===== config.mk =====
export PLATFORM = sky130hd
export DESIGN_NAME = chord_note_event_differ
export DESIGN_NICKNAME = d
export VERILOG_FILES = /design/src/rtl/cned_pkg.sv /design/src/rtl/cned_ctrl.sv /design/src/rtl/cned_dp.sv /design/src/rtl/chord_note_event_differ.sv
export SDC_FILE = /design/constraint.sdc
export NUM_CORES = 1
export LEC_CHECK = 0
export ABC_CLOCK_PERIOD_IN_PS = 8350
export BUFFER_PORTS_ARGS = -buffer_cell sky130_fd_sc_hd__buf_4
export CORE_ASPECT_RATIO = 2
export CORE_MARGIN = 4
export CORE_UTILIZATION = 44
export DETAILED_ROUTE_END_ITERATION = 12
export PLACE_DENSITY_LB_ADDON = 0.15
export SLEW_MARGIN = 20
export SYNTH_ARGS = -nofsm -noshare
export SYNTH_HDL_FRONTEND = slang
export SYNTH_SLANG_ARGS = --single-unit

===== constraint.sdc =====
create_clock -name clk_i -period 8.35 [get_ports clk_i]
set_input_delay 1.2525 -clock clk_i [delete_from_list [all_inputs] [get_ports clk_i]]
set_output_delay 1.2525 -clock clk_i [all_outputs]
set_load 0.005 [all_outputs]

===== src/rtl/cned_pkg.sv =====
// ----------------------------------------------------------------------------
// cned_pkg
// Shared types and constants for the chord note event differ.
// ----------------------------------------------------------------------------
package cned_pkg;

  localparam int unsigned NOTE_W   = 7;
  localparam int unsigned CHAN_W   = 5;
  localparam int unsigned VEL_W    = 7;
  localparam int unsigned CNT_W    = 3;
  localparam int unsigned DEG_W    = 3;
  localparam int unsigned BASS_W   = 8;
  localparam int unsigned REQ_W    = 2;
  localparam int unsigned IN_NOTES = 7;

  localparam logic [BASS_W-1:0] NO_BASS      = 8'd128;
  localparam logic [CHAN_W-1:0] BASS_CHANNEL = 5'd2;
  localparam logic [DEG_W-1:0]  BAD_DEGREE   = 3'd7;

  // Request codes
  localparam logic [REQ_W-1:0] REQ_PRESS   = 2'd0;
  localparam logic [REQ_W-1:0] REQ_REVOICE = 2'd1;
  localparam logic [REQ_W-1:0] REQ_RELEASE = 2'd2;

  // Scan phases, in emission order
  typedef enum logic [1:0] {
    PH_OFF_NOTES,
    PH_OFF_BASS,
    PH_ON_NOTES,
    PH_ON_BASS
  } phase_e;

  typedef struct packed {
    logic             is_on;
    logic [CHAN_W-1:0] chan;
    logic [NOTE_W-1:0] note;
    logic [VEL_W-1:0]  vel;
  } event_t;

  // Controller to datapath
  typedef struct packed {
    logic             load;
    logic             step;
    logic             finish;
    phase_e           phase;
    logic [CNT_W-1:0] idx;
  } ctrl_cmd_t;

  // Datapath to controller
  typedef struct packed {
    logic out_free;
  } dp_status_t;

endpackage


===== src/rtl/cned_ctrl.sv =====
// ----------------------------------------------------------------------------
// cned_ctrl
// Sequencer: walks a request's four event phases one step a cycle when output is free.
// ----------------------------------------------------------------------------
module cned_ctrl
  import cned_pkg::*;
#(
  parameter int unsigned MAX_TONES = 7
) (
  input  logic       clk_i,
  input  logic       rst_ni,
  input  logic       in_valid_i,
  output logic       in_ready_o,
  input  dp_status_t status_i,
  output ctrl_cmd_t  cmd_o
);

  typedef enum logic [1:0] {
    ST_IDLE,
    ST_SCAN,
    ST_FINISH
  } state_e;

  localparam logic [CNT_W-1:0] LAST_IDX = CNT_W'(MAX_TONES - 1);

  state_e           state_q, state_d;
  phase_e           phase_q, phase_d;
  logic [CNT_W-1:0] idx_q, idx_d;

  always_comb begin
    state_d    = state_q;
    phase_d    = phase_q;
    idx_d      = idx_q;
    in_ready_o = 1'b0;
    cmd_o      = '0;
    cmd_o.phase = phase_q;
    cmd_o.idx   = idx_q;
    unique case (state_q)
      ST_IDLE: begin
        in_ready_o = 1'b1;
        if (in_valid_i) begin
          cmd_o.load = 1'b1;
          phase_d    = PH_OFF_NOTES;
          idx_d      = '0;
          state_d    = ST_SCAN;
        end
      end
      ST_SCAN: begin
        if (status_i.out_free) begin
          cmd_o.step = 1'b1;
          // note phases run MAX_TONES steps, bass phases one
          if ((phase_q == PH_OFF_NOTES || phase_q == PH_ON_NOTES) && idx_q != LAST_IDX) begin
            idx_d = idx_q + 1'b1;
          end else begin
            idx_d = '0;
            unique case (phase_q)
              PH_OFF_NOTES: phase_d = PH_OFF_BASS;
              PH_OFF_BASS:  phase_d = PH_ON_NOTES;
              PH_ON_NOTES:  phase_d = PH_ON_BASS;
              PH_ON_BASS:   state_d = ST_FINISH;
              default:      state_d = ST_FINISH;
            endcase
          end
        end
      end
      ST_FINISH: begin
        if (status_i.out_free) begin
          cmd_o.finish = 1'b1;
          state_d      = ST_IDLE;
        end
      end
      default: state_d = ST_IDLE;
    endcase
  end

  always_ff @(posedge clk_i or negedge rst_ni) begin
    if (!rst_ni) begin
      state_q <= ST_IDLE;
      phase_q <= PH_OFF_NOTES;
      idx_q   <= '0;
    end else begin
      state_q <= state_d;
      phase_q <= phase_d;
      idx_q   <= idx_d;
    end
  end

  a_one_cmd: assert property (@(posedge clk_i) disable iff (!rst_ni)
    $onehot0({cmd_o.load, cmd_o.step, cmd_o.finish}))
    else $error("more than one datapath command at once");

  a_idx_range: assert property (@(posedge clk_i) disable iff (!rst_ni)
    idx_q <= LAST_IDX)
    else $error("step index beyond tone count");

  a_finish_idle: assert property (@(posedge clk_i) disable iff (!rst_ni)
    cmd_o.finish |=> in_ready_o)
    else $error("finish did not return to idle");

endmodule


===== src/rtl/cned_dp.sv =====
// ----------------------------------------------------------------------------
// cned_dp
// Datapath: request latch, held chord, event compare, pending and output regs.
// ----------------------------------------------------------------------------
module cned_dp
  import cned_pkg::*;
#(
  parameter int unsigned MAX_TONES = 7
) (
  input  logic                    clk_i,
  input  logic                    rst_ni,
  input  ctrl_cmd_t               cmd_i,
  output dp_status_t              status_o,
  // request fields
  input  logic [REQ_W-1:0]        req_type_i,
  input  logic [DEG_W-1:0]        degree_i,
  input  logic [VEL_W-1:0]        velocity_i,
  input  logic [CNT_W-1:0]        note_count_i,
  input  logic [IN_NOTES*NOTE_W-1:0] notes_i,
  input  logic [BASS_W-1:0]       bass_note_i,
  // channel register write
  input  logic                    cfg_we_i,
  input  logic [CHAN_W-1:0]       cfg_data_i,
  // event output
  output logic                    out_valid_o,
  input  logic                    out_ready_i,
  output event_t                  out_event_o,
  output logic                    out_last_o
);

  localparam int unsigned IDX_W = (MAX_TONES > 1) ? $clog2(MAX_TONES) : 1;
  localparam logic [CNT_W-1:0] MAX_CNT = CNT_W'(MAX_TONES);

  // latched request
  logic [REQ_W-1:0]  req_q;
  logic [DEG_W-1:0]  deg_q;
  logic [VEL_W-1:0]  vel_q;
  logic [CNT_W-1:0]  cnt_q;
  logic [NOTE_W-1:0] notes_q [IN_NOTES];
  logic [BASS_W-1:0] bass_q;

  // held chord
  logic              active_q;
  logic [CNT_W-1:0]  held_count_q;
  logic [BASS_W-1:0] held_bass_q;
  logic [DEG_W-1:0]  held_deg_q;
  logic [VEL_W-1:0]  held_vel_q;
  logic [CHAN_W-1:0] held_chan_q;
  logic [NOTE_W-1:0] held_notes_q [MAX_TONES];
  logic [CHAN_W-1:0] harmony_chan_q;

  // pending event and output register
  logic   pend_valid_q;
  event_t pend_q;
  logic   out_valid_q;
  event_t out_q;
  logic   out_last_q;

  logic              noop;
  logic [NOTE_W-1:0] cur_held, cur_new;
  logic              in_new, in_held, idx_in_held, idx_in_new, bass_changed;
  logic              emit;
  event_t            ev;
  logic              push, commit;
  logic              out_free;

  assign out_free          = !out_valid_q || out_ready_i;
  assign status_o.out_free = out_free;

  always_comb begin
    unique case (req_q)
      REQ_PRESS:   noop = (deg_q == BAD_DEGREE) || (active_q && held_deg_q == deg_q)
                          || (cnt_q == '0);
      REQ_REVOICE: noop = !active_q;
      REQ_RELEASE: noop = !active_q;
      default:     noop = 1'b1;
    endcase
  end

  assign cur_held     = held_notes_q[cmd_i.idx[IDX_W-1:0]];
  assign cur_new      = notes_q[cmd_i.idx];
  assign idx_in_held  = cmd_i.idx < held_count_q;
  assign idx_in_new   = cmd_i.idx < cnt_q;
  assign bass_changed = held_bass_q != bass_q;

  always_comb begin
    in_new = 1'b0;
    for (int j = 0; j < IN_NOTES; j++) begin
      if (CNT_W'(j) < cnt_q && notes_q[j] == cur_held) in_new = 1'b1;
    end
  end

  always_comb begin
    in_held = 1'b0;
    for (int j = 0; j < MAX_TONES; j++) begin
      if (CNT_W'(j) < held_count_q && held_notes_q[j] == cur_new) in_held = 1'b1;
    end
  end

  always_comb begin
    ev = '0;
    unique case (cmd_i.phase)
      PH_OFF_NOTES: begin
        emit    = active_q && idx_in_held && (req_q != REQ_REVOICE || !in_new);
        ev.chan = held_chan_q;
        ev.note = cur_held;
      end
      PH_OFF_BASS: begin
        emit    = !held_bass_q[BASS_W-1] && (req_q != REQ_REVOICE || bass_changed);
        ev.chan = BASS_CHANNEL;
        ev.note = held_bass_q[NOTE_W-1:0];
      end
      PH_ON_NOTES: begin
        ev.is_on = 1'b1;
        ev.note  = cur_new;
        if (req_q == REQ_PRESS) begin
          emit    = idx_in_new;
          ev.chan = harmony_chan_q;
          ev.vel  = vel_q;
        end else begin
          emit    = idx_in_new && req_q == REQ_REVOICE && !in_held;
          ev.chan = held_chan_q;
          ev.vel  = held_vel_q;
        end
      end
      PH_ON_BASS: begin
        ev.is_on = 1'b1;
        ev.chan  = BASS_CHANNEL;
        ev.note  = bass_q[NOTE_W-1:0];
        ev.vel   = (req_q == REQ_PRESS) ? vel_q : held_vel_q;
        emit     = !bass_q[BASS_W-1] &&
                   (req_q == REQ_PRESS || (req_q == REQ_REVOICE && bass_changed));
      end
      default: emit = 1'b0;
    endcase
    emit = emit && !noop && cmd_i.step;
  end

  // the pending event goes out once the next one exists, or at finish with last set
  assign push   = pend_valid_q && (emit || cmd_i.finish);
  assign commit = cmd_i.finish && !noop;

  // request latch
  always_ff @(posedge clk_i) begin
    if (cmd_i.load) begin
      req_q  <= req_type_i;
      deg_q  <= degree_i;
      vel_q  <= velocity_i;
      cnt_q  <= (note_count_i > MAX_CNT) ? MAX_CNT : note_count_i;
      bass_q <= bass_note_i[BASS_W-1] ? NO_BASS : bass_note_i;
      for (int i = 0; i < IN_NOTES; i++) begin
        notes_q[i] <= notes_i[i*NOTE_W +: NOTE_W];
      end
    end
  end

  // held chord payload, no reset
  always_ff @(posedge clk_i) begin
    if (commit) begin
      if (req_q == REQ_PRESS) begin
        held_deg_q  <= deg_q;
        held_vel_q  <= vel_q;
        held_chan_q <= harmony_chan_q;
      end
      if (req_q == REQ_PRESS || req_q == REQ_REVOICE) begin
        for (int i = 0; i < MAX_TONES; i++) begin
          held_notes_q[i] <= notes_q[i];
        end
      end
    end
  end

  always_ff @(posedge clk_i) begin
    if (emit) pend_q <= ev;
    if (push) begin
      out_q      <= pend_q;
      out_last_q <= cmd_i.finish;
    end
  end

  always_ff @(posedge clk_i or negedge rst_ni) begin
    if (!rst_ni) begin
      active_q       <= 1'b0;
      held_count_q   <= '0;
      held_bass_q    <= NO_BASS;
      harmony_chan_q <= CHAN_W'(1);
      pend_valid_q   <= 1'b0;
      out_valid_q    <= 1'b0;
    end else begin
      if (cfg_we_i) harmony_chan_q <= cfg_data_i;
      if (commit) begin
        unique case (req_q)
          REQ_PRESS, REQ_REVOICE: begin
            active_q     <= 1'b1;
            held_count_q <= cnt_q;
            held_bass_q  <= bass_q;
          end
          REQ_RELEASE: begin
            active_q     <= 1'b0;
            held_count_q <= '0;
            held_bass_q  <= NO_BASS;
          end
          default: ;
        endcase
      end
      if (emit)              pend_valid_q <= 1'b1;
      else if (cmd_i.finish) pend_valid_q <= 1'b0;
      if (push)              out_valid_q <= 1'b1;
      else if (out_ready_i)  out_valid_q <= 1'b0;
    end
  end

  assign out_valid_o = out_valid_q;
  assign out_event_o = out_q;
  assign out_last_o  = out_last_q;

  a_no_overrun: assert property (@(posedge clk_i) disable iff (!rst_ni)
    push |-> out_free)
    else $error("event pushed over an untaken one");

  a_pend_drained: assert property (@(posedge clk_i) disable iff (!rst_ni)
    cmd_i.finish |=> !pend_valid_q)
    else $error("pending event left after finish");

  a_idle_chord: assert property (@(posedge clk_i) disable iff (!rst_ni)
    !active_q |-> (held_count_q == '0 && held_bass_q == NO_BASS))
    else $error("inactive chord still holds notes");

  a_count_range: assert property (@(posedge clk_i) disable iff (!rst_ni)
    held_count_q <= MAX_CNT)
    else $error("held count above tone limit");

endmodule


===== src/rtl/chord_note_event_differ.sv =====
// ----------------------------------------------------------------------------
// chord_note_event_differ
// Holds one sounding chord and turns press, revoice and release requests
// into a serial stream of note-on and note-off events.
// ----------------------------------------------------------------------------
//  channel   direction  tdata (low bit up)                          tuser / tlast
//  s_axis    in         degree, velocity, note_count, note_a..g,    tuser: req_type
//                       bass_note, 2 zero bits (72 bits)
//  m_axis    out        channel, note_number, event_velocity,       tuser: is_note_on
//                       5 zero bits (24 bits)                       tlast: last_event
//  cfg       in         harmony_channel (5 bits), always ready
//
//  Walk: after accept the sequencer visits every held and every new note
//  slot plus both bass slots once before it is ready again. Requests that
//  cause no event run the same walk.
//  Reset: asynchronous, low active; clears the chord to inactive, no notes,
//  no bass, and the harmony channel to 1.
//  Stalls: events go out through a one-deep output register behind a
//  one-event pending stage; the walk holds while the output register is full
//  and not taken, so no event is dropped.
// ----------------------------------------------------------------------------
module chord_note_event_differ
  import cned_pkg::*;
#(
  parameter int unsigned MAX_TONES = 7
) (
  input  logic        clk_i,
  input  logic        rst_ni,
  // request stream
  input  logic        s_axis_tvalid_i,
  output logic        s_axis_tready_o,
  input  logic [71:0] s_axis_tdata_i,   // degree, velocity, note_count, note_a..note_g, bass_note
  input  logic [1:0]  s_axis_tuser_i,   // req_type
  // event stream
  output logic        m_axis_tvalid_o,
  input  logic        m_axis_tready_i,
  output logic [23:0] m_axis_tdata_o,   // channel, note_number, event_velocity
  output logic        m_axis_tuser_o,   // is_note_on
  output logic        m_axis_tlast_o,   // last_event
  // harmony channel register
  input  logic        cfg_valid_i,
  output logic        cfg_ready_o,
  input  logic [4:0]  cfg_data_i
);

  ctrl_cmd_t  cmd;
  dp_status_t status;
  logic       in_ready;
  event_t     out_event;

  cned_ctrl #(
    .MAX_TONES (MAX_TONES)
  ) u_ctrl (
    .clk_i      (clk_i),
    .rst_ni     (rst_ni),
    .in_valid_i (s_axis_tvalid_i),
    .in_ready_o (in_ready),
    .status_i   (status),
    .cmd_o      (cmd)
  );

  cned_dp #(
    .MAX_TONES (MAX_TONES)
  ) u_dp (
    .clk_i        (clk_i),
    .rst_ni       (rst_ni),
    .cmd_i        (cmd),
    .status_o     (status),
    .req_type_i   (s_axis_tuser_i),
    .degree_i     (s_axis_tdata_i[2:0]),
    .velocity_i   (s_axis_tdata_i[9:3]),
    .note_count_i (s_axis_tdata_i[12:10]),
    .notes_i      (s_axis_tdata_i[61:13]),
    .bass_note_i  (s_axis_tdata_i[69:62]),
    .cfg_we_i     (cfg_valid_i),
    .cfg_data_i   (cfg_data_i),
    .out_valid_o  (m_axis_tvalid_o),
    .out_ready_i  (m_axis_tready_i),
    .out_event_o  (out_event),
    .out_last_o   (m_axis_tlast_o)
  );

  // the register takes a write in any cycle
  assign cfg_ready_o     = 1'b1;
  assign s_axis_tready_o = in_ready;
  assign m_axis_tuser_o  = out_event.is_on;
  assign m_axis_tdata_o  = {5'd0, out_event.vel, out_event.note, out_event.chan};

endmodule

==> results.md, run 1 <==
- Measured slew at the worst slew-check pin: 1.091 ns
- Avg Inst Size Synth: 12.66 µm²
- Slew headroom: 0.2726
- Hold depth: 0
- Synth Register Bits: 203
- Crit-path cells: nand2b_1, o22a_1, nand2_1, xor2_1, nor4_1, a311o_1, o211a_1, o41ai_4, buf_4, or2_1
- Final core occ: 0.5190
- Drc violations: 0
- RSZ-0062 raised after global routing: false
- Detailed placement HPWL: 20.58 mm
- HP Class: flip-flop to flip-flop
- Setup CP Type: flip-flop to flip-flop
- Static Leak: 4.310 nW
- Worst R2R Path Depth: 10
- Worst Setup Start Kind: flip-flop
- Post-DR wirelength/cell: 23.23 µm
- Nets: 985
- Reg area: 5969 µm²
- Detail Route Antenna Nets: 0
- Iter 0 DRT Violations: 409
- Arr. time, crit path: 5.25 ns
- TritonCTS clock tree: yes
- Multi-input gate area: 3865 µm²
- Final wirelength: 27.42 mm
- H-tree depth: 1
- Seq/Total Area, Yosys: 0.5857
- WP depth: 10
- Row cnt: 78
- Post-synth top cells: edfxtp_1 (177), nand3_1 (52), a21oi_1 (49)
- Main synth FF type: edfxtp_1
- Largest delay share family, worst path: simple AND/OR/NAND/NOR gates
- Max incr delay on CP: 0.98 ns
- P&R area growth vs syn: 15.82%
- Vias in the first global route: 7149
- Gr ovfl total: 0
- CTS hold repair buffers: 0
- Fin. Hold Viols: 0
- Initial antenna violation count: 0
- Yosys warning total: 0
- Synth unique cells: 67
- Die area: 25800 µm²
- CTS Root Cell: clkbuf_16
- Worst skew pair latency: 0.51 ns
- TritonCTS Buffers: 20
- Starting Density: 0.4481
- Synth top area cells: edfxtp_1 (52%), dfrtp_1 (5.9%), mux2_2 (2.8%)
- IO buf count: 104
- CTS clock-pin slew for the worst setup and hold paths: 0.07 ns
- Clock Sinks: 203
- Fill cell count: 1938
- # IOs: 113
- WP data required: 8.74 ns
- Routability cong.: 0.9124
- Synth area leader: edfxtp_1
- Die width: 115.6 µm
- FMAX: 0.2059 GHz
- CTS resizes: 0
- Minimum clock period after layout: 4.858 ns
- Final Setup Violations: 0
- Vias: 6906
- Fin. max-slew vios: 0
- Mapped Cells: 805
- Antenna cells: 0
- Post-CTS Setup Inserts: 0
- Fin Setup TNS: 0 ns
- Die Y: 223.2 µm
- Area share of the largest cell type after synthesis: 0.5216
- VDD IR max: 0.0002425 V
- Post-route clock period utilization: 0.5818
- Buf+Inv Stages, Crit Path: 1
- EDFF count, synth: 177
- Core ar.: 22740 µm²
- Vias per inst: 5.853
- Largest net degree at the start of global routing: 50
- Max Buffers Root-to-Sink: 3
- Crit-path max FO: 22
- Max-cap violations: 0
- Crit-path slowest cell: dfrtp_1
- GRT Total Usage: 0.2111
- Layout cells sized above 1: 0.2189
- First-pass GRT wire length: 41.02 mm
- Ys async rst share: 0.1281
- Cell Area, Synth: 10190 µm²
- Endpoint type of the worst setup path: flip-flop
- Final Skew: 0.01275 ns
- Status: finished, final reports clean
- Most common cell in the netlist: edfxtp_1
- PD cells: 305.5 nW/µm²
- DR pass1 iterations: 5
==> state kept, by name, summed over array words and instances, names as in the netlist, 2 cells and up <==
signal	count
u_dp.held_notes_q	49
u_dp.notes_q	49
u_dp.out_event_o	20
u_dp.pend_q	20
u_dp.bass_q	8
u_dp.held_bass_q	8
u_dp.held_vel_q	7
u_dp.vel_q	7
u_dp.harmony_chan_q	5
u_dp.held_chan_q	5
u_ctrl.idx_q	3
u_dp.cnt_q	3
u_dp.deg_q	3
u_dp.held_count_q	3
u_dp.held_deg_q	3
u_ctrl.phase_q	2
u_ctrl.state_q	2
u_dp.req_q	2
==> logic make-up (layout without fill, tap and decap cells) <==
family	count (synthesis)	in the layout	synth area share
mux	59	59	0.06213
other cells	2	6	0.0007370
fa+ha+maj	15	15	0.01842
simple gates	235	235	0.1358
compound gates	174	174	0.1202
flops	203	203	0.5857
xor+xnor	44	44	0.03782
buf+inv	73	164	0.03917
==> layer usage <==
metal	part of all wire	global-route usage	vias up
li1	-	-	3199
met1	0.32	0.2050	3367
met2	0.56	0.4006	254
met3	0.050	0.03312	86
met4	0.069	0.1281	0
met5	0	0	-
==> worst reg2reg max path, stage by stage, from the launching register on <==
cell      delay (ns)
dfrtp_1         0.98
nand2b_1        0.67
o22a_1          0.57
nand2_1         0.31
xor2_1          0.22
nor4_1          0.83
a311o_1         0.31
o211a_1         0.26
o41ai_4         0.10
buf_4           0.25
or2_1           0.24
==> area by class of cell <==
type                       count  share of cell area
tap                          280             0.02969
clock inverter                 8            0.008694
multi-input combinational    533              0.3275
timing repair buffer         112             0.07125
clock buffer                  28             0.05195
inverter                      16            0.005089
sequential                   203              0.5058
==> per-stage QoR <==
step	cells	setup slack (ns)	hold slack, ns	total power (W)	cell area [µm²]
2_1_floorplan	809	3.886	0.4003	0.002263	10200
3_3_place_gp	1143	3.682	0.4048	0.002600	11080
3_5_place_dp	1143	3.558	0.4045	0.002642	11080
4_1_cts	1179	3.518	0.4146	0.003627	11790
5_1_grt	1180	3.332	0.4193	0.003782	11800
6_report	1180	3.492	0.4191	0.003605	11800
==> report_power, final <==
| part | internal [W] | switching (W) |
|---|---|---|
| clock | 0.000580 | 0.000390 |
| combinational | 0.000459 | 0.000736 |
| sequential | 0.00131 | 0.000135 |
| total | 0.00235 | 0.00126 |
==> cell usage in the layout (no fill, tap or decap), drive strengths merged, types with 28 or more instances in the layout <==
cell / n
a21oi: 50
clkbuf: 29
mux2i: 28
nand3: 52
edfxtp: 177
mux2: 31
o21ai: 28
buf: 111
nand2: 42
==> path summary, 6_finish.rpt <==
check / slack [ns] / start / to
max in group asynchronous: 7.37 / rst_ni / u_dp.held_bass_q[7]
min in group asynchronous: 0.67 / rst_ni / u_dp.harmony_chan_q[3]
max: 3.49 / u_ctrl.idx_q[1] / u_dp.out_valid_o
min reg2reg: 0.42 / u_dp.pend_q[14] / u_dp.out_event_o[14]
min: 0.42 / u_dp.pend_q[14] / u_dp.out_event_o[14]
max reg2reg: 3.49 / u_ctrl.idx_q[1] / u_dp.out_valid_o
(Power assumes the default switching activity.)
==> run 2, diff against run 1 <==
--- a/config.mk
+++ b/config.mk
@@ -5,7 +5,8 @@
 export SDC_FILE = /design/constraint.sdc
 export NUM_CORES = 1
 export LEC_CHECK = 0
-export ABC_CLOCK_PERIOD_IN_PS = 8350
+export ABC_AREA = 1
+export ABC_CLOCK_PERIOD_IN_PS = 4500
 export BUFFER_PORTS_ARGS = -buffer_cell sky130_fd_sc_hd__buf_4
 export CORE_ASPECT_RATIO = 2
 export CORE_MARGIN = 4
==> constraint.sdc (replaced) <==
create_clock -name clk_i -period 4.5 [get_ports clk_i]
set_input_delay 0.675 -clock clk_i [delete_from_list [all_inputs] [get_ports clk_i]]
set_output_delay 0.675 -clock clk_i [all_outputs]
set_load 0.005 [all_outputs]
==> results.md, run 2 <==
- Combinational Power Share: 0.406
- Starting Density: 0.4468
- Slew headroom: 0.4941
- Vias in the first global route: 8063
- Seq/Total Area, Yosys: 0.5584
- Synth Area in Compound Gates: 0.06391
- Fin cells: 1608
- Die Y: 228.4 µm
- Final wirelength: 29.07 mm
- CTS resizes: 0
- IO buf count: 104
- P_int: 0.004819 W
- Gr ovfl total: 0
- Net switching power: 0.003466 W
- Adder-cell share of the synthesized area: 0.01756
- DR pass1 iterations: 6
- Final Skew: 0.01758 ns
- Cell Area, Placed: 11750 µm²
- Max-cap violations: 0
- Sequential power share: 0.396
- Row cnt: 80
- Worst Setup Start Kind: flip-flop
- Cell Area, Synth: 10690 µm²
- Largest net degree at the start of global routing: 56
- Yosys warning total: 0
- First-pass GRT wire length: 44.54 mm
- Static Leak: 5.577 nW
- Detailed placement HPWL: 21.74 mm
- Top Registers: u_dp.held_notes_q (49), u_dp.notes_q (49)
- Vias per inst: 5.229
- Detail Route Antenna Nets: 0
- Sw frac: 0.4183
- RSZ-0062 raised after global routing: false
- Buf+Inv Stages, Crit Path: 3
- Die area: 27000 µm²
- Post-CTS Setup Inserts: 0
- P&R area growth vs syn: 15.85%
- CTS Root Cell: clkbuf_16
- Synth Area in Simple Gates: 0.2655
- Post-synth top cells: nand2_1 (439), edfxtp_1 (177), inv_1 (120)
- Post-synthesis mux area share: 0.004214
- Nets: 1406
- Post-DR wirelength/cell: 18.08 µm
- Synth Register Bits: 203
- TritonCTS Buffers: 20
- Max incr delay on CP: 0.58 ns
- Worst skew pair latency: 0.51 ns
- Area share of the largest cell type after synthesis: 0.4972
- Setup CP Type: flip-flop to flip-flop
- Arr. time, crit path: 3.81 ns
- Initial antenna violation count: 0
- Fin Setup TNS: 0 ns
- HP Class: input port to async pin
- Crit-path cells: inv_2, buf_4, nand2_1, nand3_1, nand2_1, nand2_1, nand2_4, nand2_1, nand2_1, nand2_1, nor2_1, nand2_1, nand3_1, nand2_1, nand2_1, nand2_1, nand2_1, nand2_1, nand2_1, nand2_1, nand3_2, inv_1
- # IOs: 113
- Routability cong.: 0.9692
- Vias: 8409
- Largest delay share family, worst path: simple AND/OR/NAND/NOR gates
- Core ar.: 23920 µm²
- Avg Inst Size Synth: 8.885 µm²
- Minimum clock period after layout: 3.674 ns
- CTS hold repair buffers: 0
- Iter 0 DRT Violations: 564
- Clock Power Share: 0.198
- Post-synthesis xor/xnor area fraction: 0.01967
- Most frequent cells in the layout: nand2_1 (439), edfxtp_1 (177), inv_1 (120)
- Fin. max-slew vios: 0
- Crit-path max FO: 21
- Post-route clock period utilization: 0.8165
- Layout cells sized above 1: 0.1461
- Status: finished, final reports clean
- TritonCTS clock tree: yes
- Final hold slack: 0.07840 ns
- Most common cell in the netlist: nand2_1
- H-tree depth: 1
- Synth unique cells: 40
- Setup ws final: 0.8256 ns
- Crit-path slowest cell: inv_1
- Mapped Cells: 1203
- GRT Total Usage: 0.2133
- Cells after DPL: 1572
- Ys async rst share: 0.1281
- Max Buffers Root-to-Sink: 3
- Clock Sinks: 203
- VDD IR max: 0.0003505 V
- Measured slew at the worst slew-check pin: 0.7581 ns
- EDFF count, synth: 177
- WP data required: 4.63 ns
- Endpoint type of the worst setup path: flip-flop
- Synth area leader: edfxtp_1
- Commonest non-fill, non-tap cell in the layout: nand2_1
- Final Cell Area: 12380 µm²
- Largest family of logic cells by synthesized area: simple AND/OR/NAND/NOR gates
- CP most frequent cell: nand2_1
- Die width: 118.2 µm
- Worst R2R Path Depth: 22
- Fin. Hold Viols: 0
- PD cells: 669.1 nW/µm²
- FMAX: 0.2722 GHz
- Antenna cells: 0
- Synth top area cells: edfxtp_1 (50%), nand2_1 (15%), dfrtp_1 (5.6%)
- CTS clock-pin slew for the worst setup and hold paths: 0.06 ns
- Setup WS pre-CTS: 0.8388 ns
- Main synth FF type: edfxtp_1
- Drc violations: 0
- Final Setup Violations: 0
- WP depth: 22
## run 2: cell count changes after synthesis, sizes merged, moves of 28 or more
cell,delta
nand3,+53
nand2,+423
inv,+108
nor2,+54
mux2i,-28
## run 2: power groups by stage
stage / Clock, W / Sequential, W / Combinational [W]
2_1_floorplan: 0 / 0.00316 / 0.00231
3_3_place_gp: 0 / 0.00331 / 0.00333
3_5_place_dp: 0 / 0.00332 / 0.00337
4_1_cts: 0.00169 / 0.00328 / 0.00338
5_1_grt: 0.00176 / 0.00334 / 0.00377
6_report: 0.00164 / 0.00328 / 0.00336
## run 2: metal layers
metal	vias up	wire, µm	global-route usage
li1	4167	-	-
met1	3924	9865	0.2132
met2	238	16250	0.4154
met3	80	1242	0.02650
met4	0	1719	0.1189
met5	-	0	0
## run 2: path summary, 6_finish.rpt
| kind | slack [ns] | to | from |
|---|---|---|---|
| max | 0.83 | u_dp.pend_q[11] | u_ctrl.idx_q[0] |
| min reg2reg | 0.41 | u_dp.out_event_o[11] | u_dp.pend_q[11] |
| min in group clk_i | 0.33 | u_dp.notes_q[2][6] | s_axis_tdata_i[33] |
| max in group asynchronous | 4.08 | u_dp.harmony_chan_q[0] | rst_ni |
| min | 0.08 | u_dp.held_bass_q[4] | rst_ni |
| max reg2reg | 0.83 | u_dp.pend_q[11] | u_ctrl.idx_q[0] |
## run 2: cell families (layout without fill, tap and decap cells)
| logic type | count (synthesis) | count (layout) |
|---|---|---|
| and+or+nand+nor | 667 | 667 |
| DFF | 203 | 203 |
| buffers and inverters | 169 | 283 |
| AOI/OAI and AO/OA | 119 | 119 |
| xor gates and xnor gates | 24 | 24 |
| adders and majority gates | 15 | 15 |
| muxes | 4 | 4 |
| other | 2 | 6 |
## run 2: cell type report
| type | instances | area [µm²] |
|---|---|---|
| clock buffers | 31 | 613.1 |
| fillers | 2278 | 11540 |
| flip-flops and latches | 203 | 5969 |
| inverters | 126 | 473.0 |
| repair buffers | 121 | 933.4 |
| well taps | 287 | 359.1 |
| multi-input cells | 835 | 4011 |
| clock inverters | 5 | 23.77 |
## run 2: stage by stage
stage            util  total power, W
5_1_grt        0.5176        0.008876
3_3_place_gp   0.4910        0.006635
6_report       0.5176        0.008285
2_1_floorplan       -        0.005471
4_1_cts        0.5176        0.008346
3_5_place_dp   0.4910        0.006684
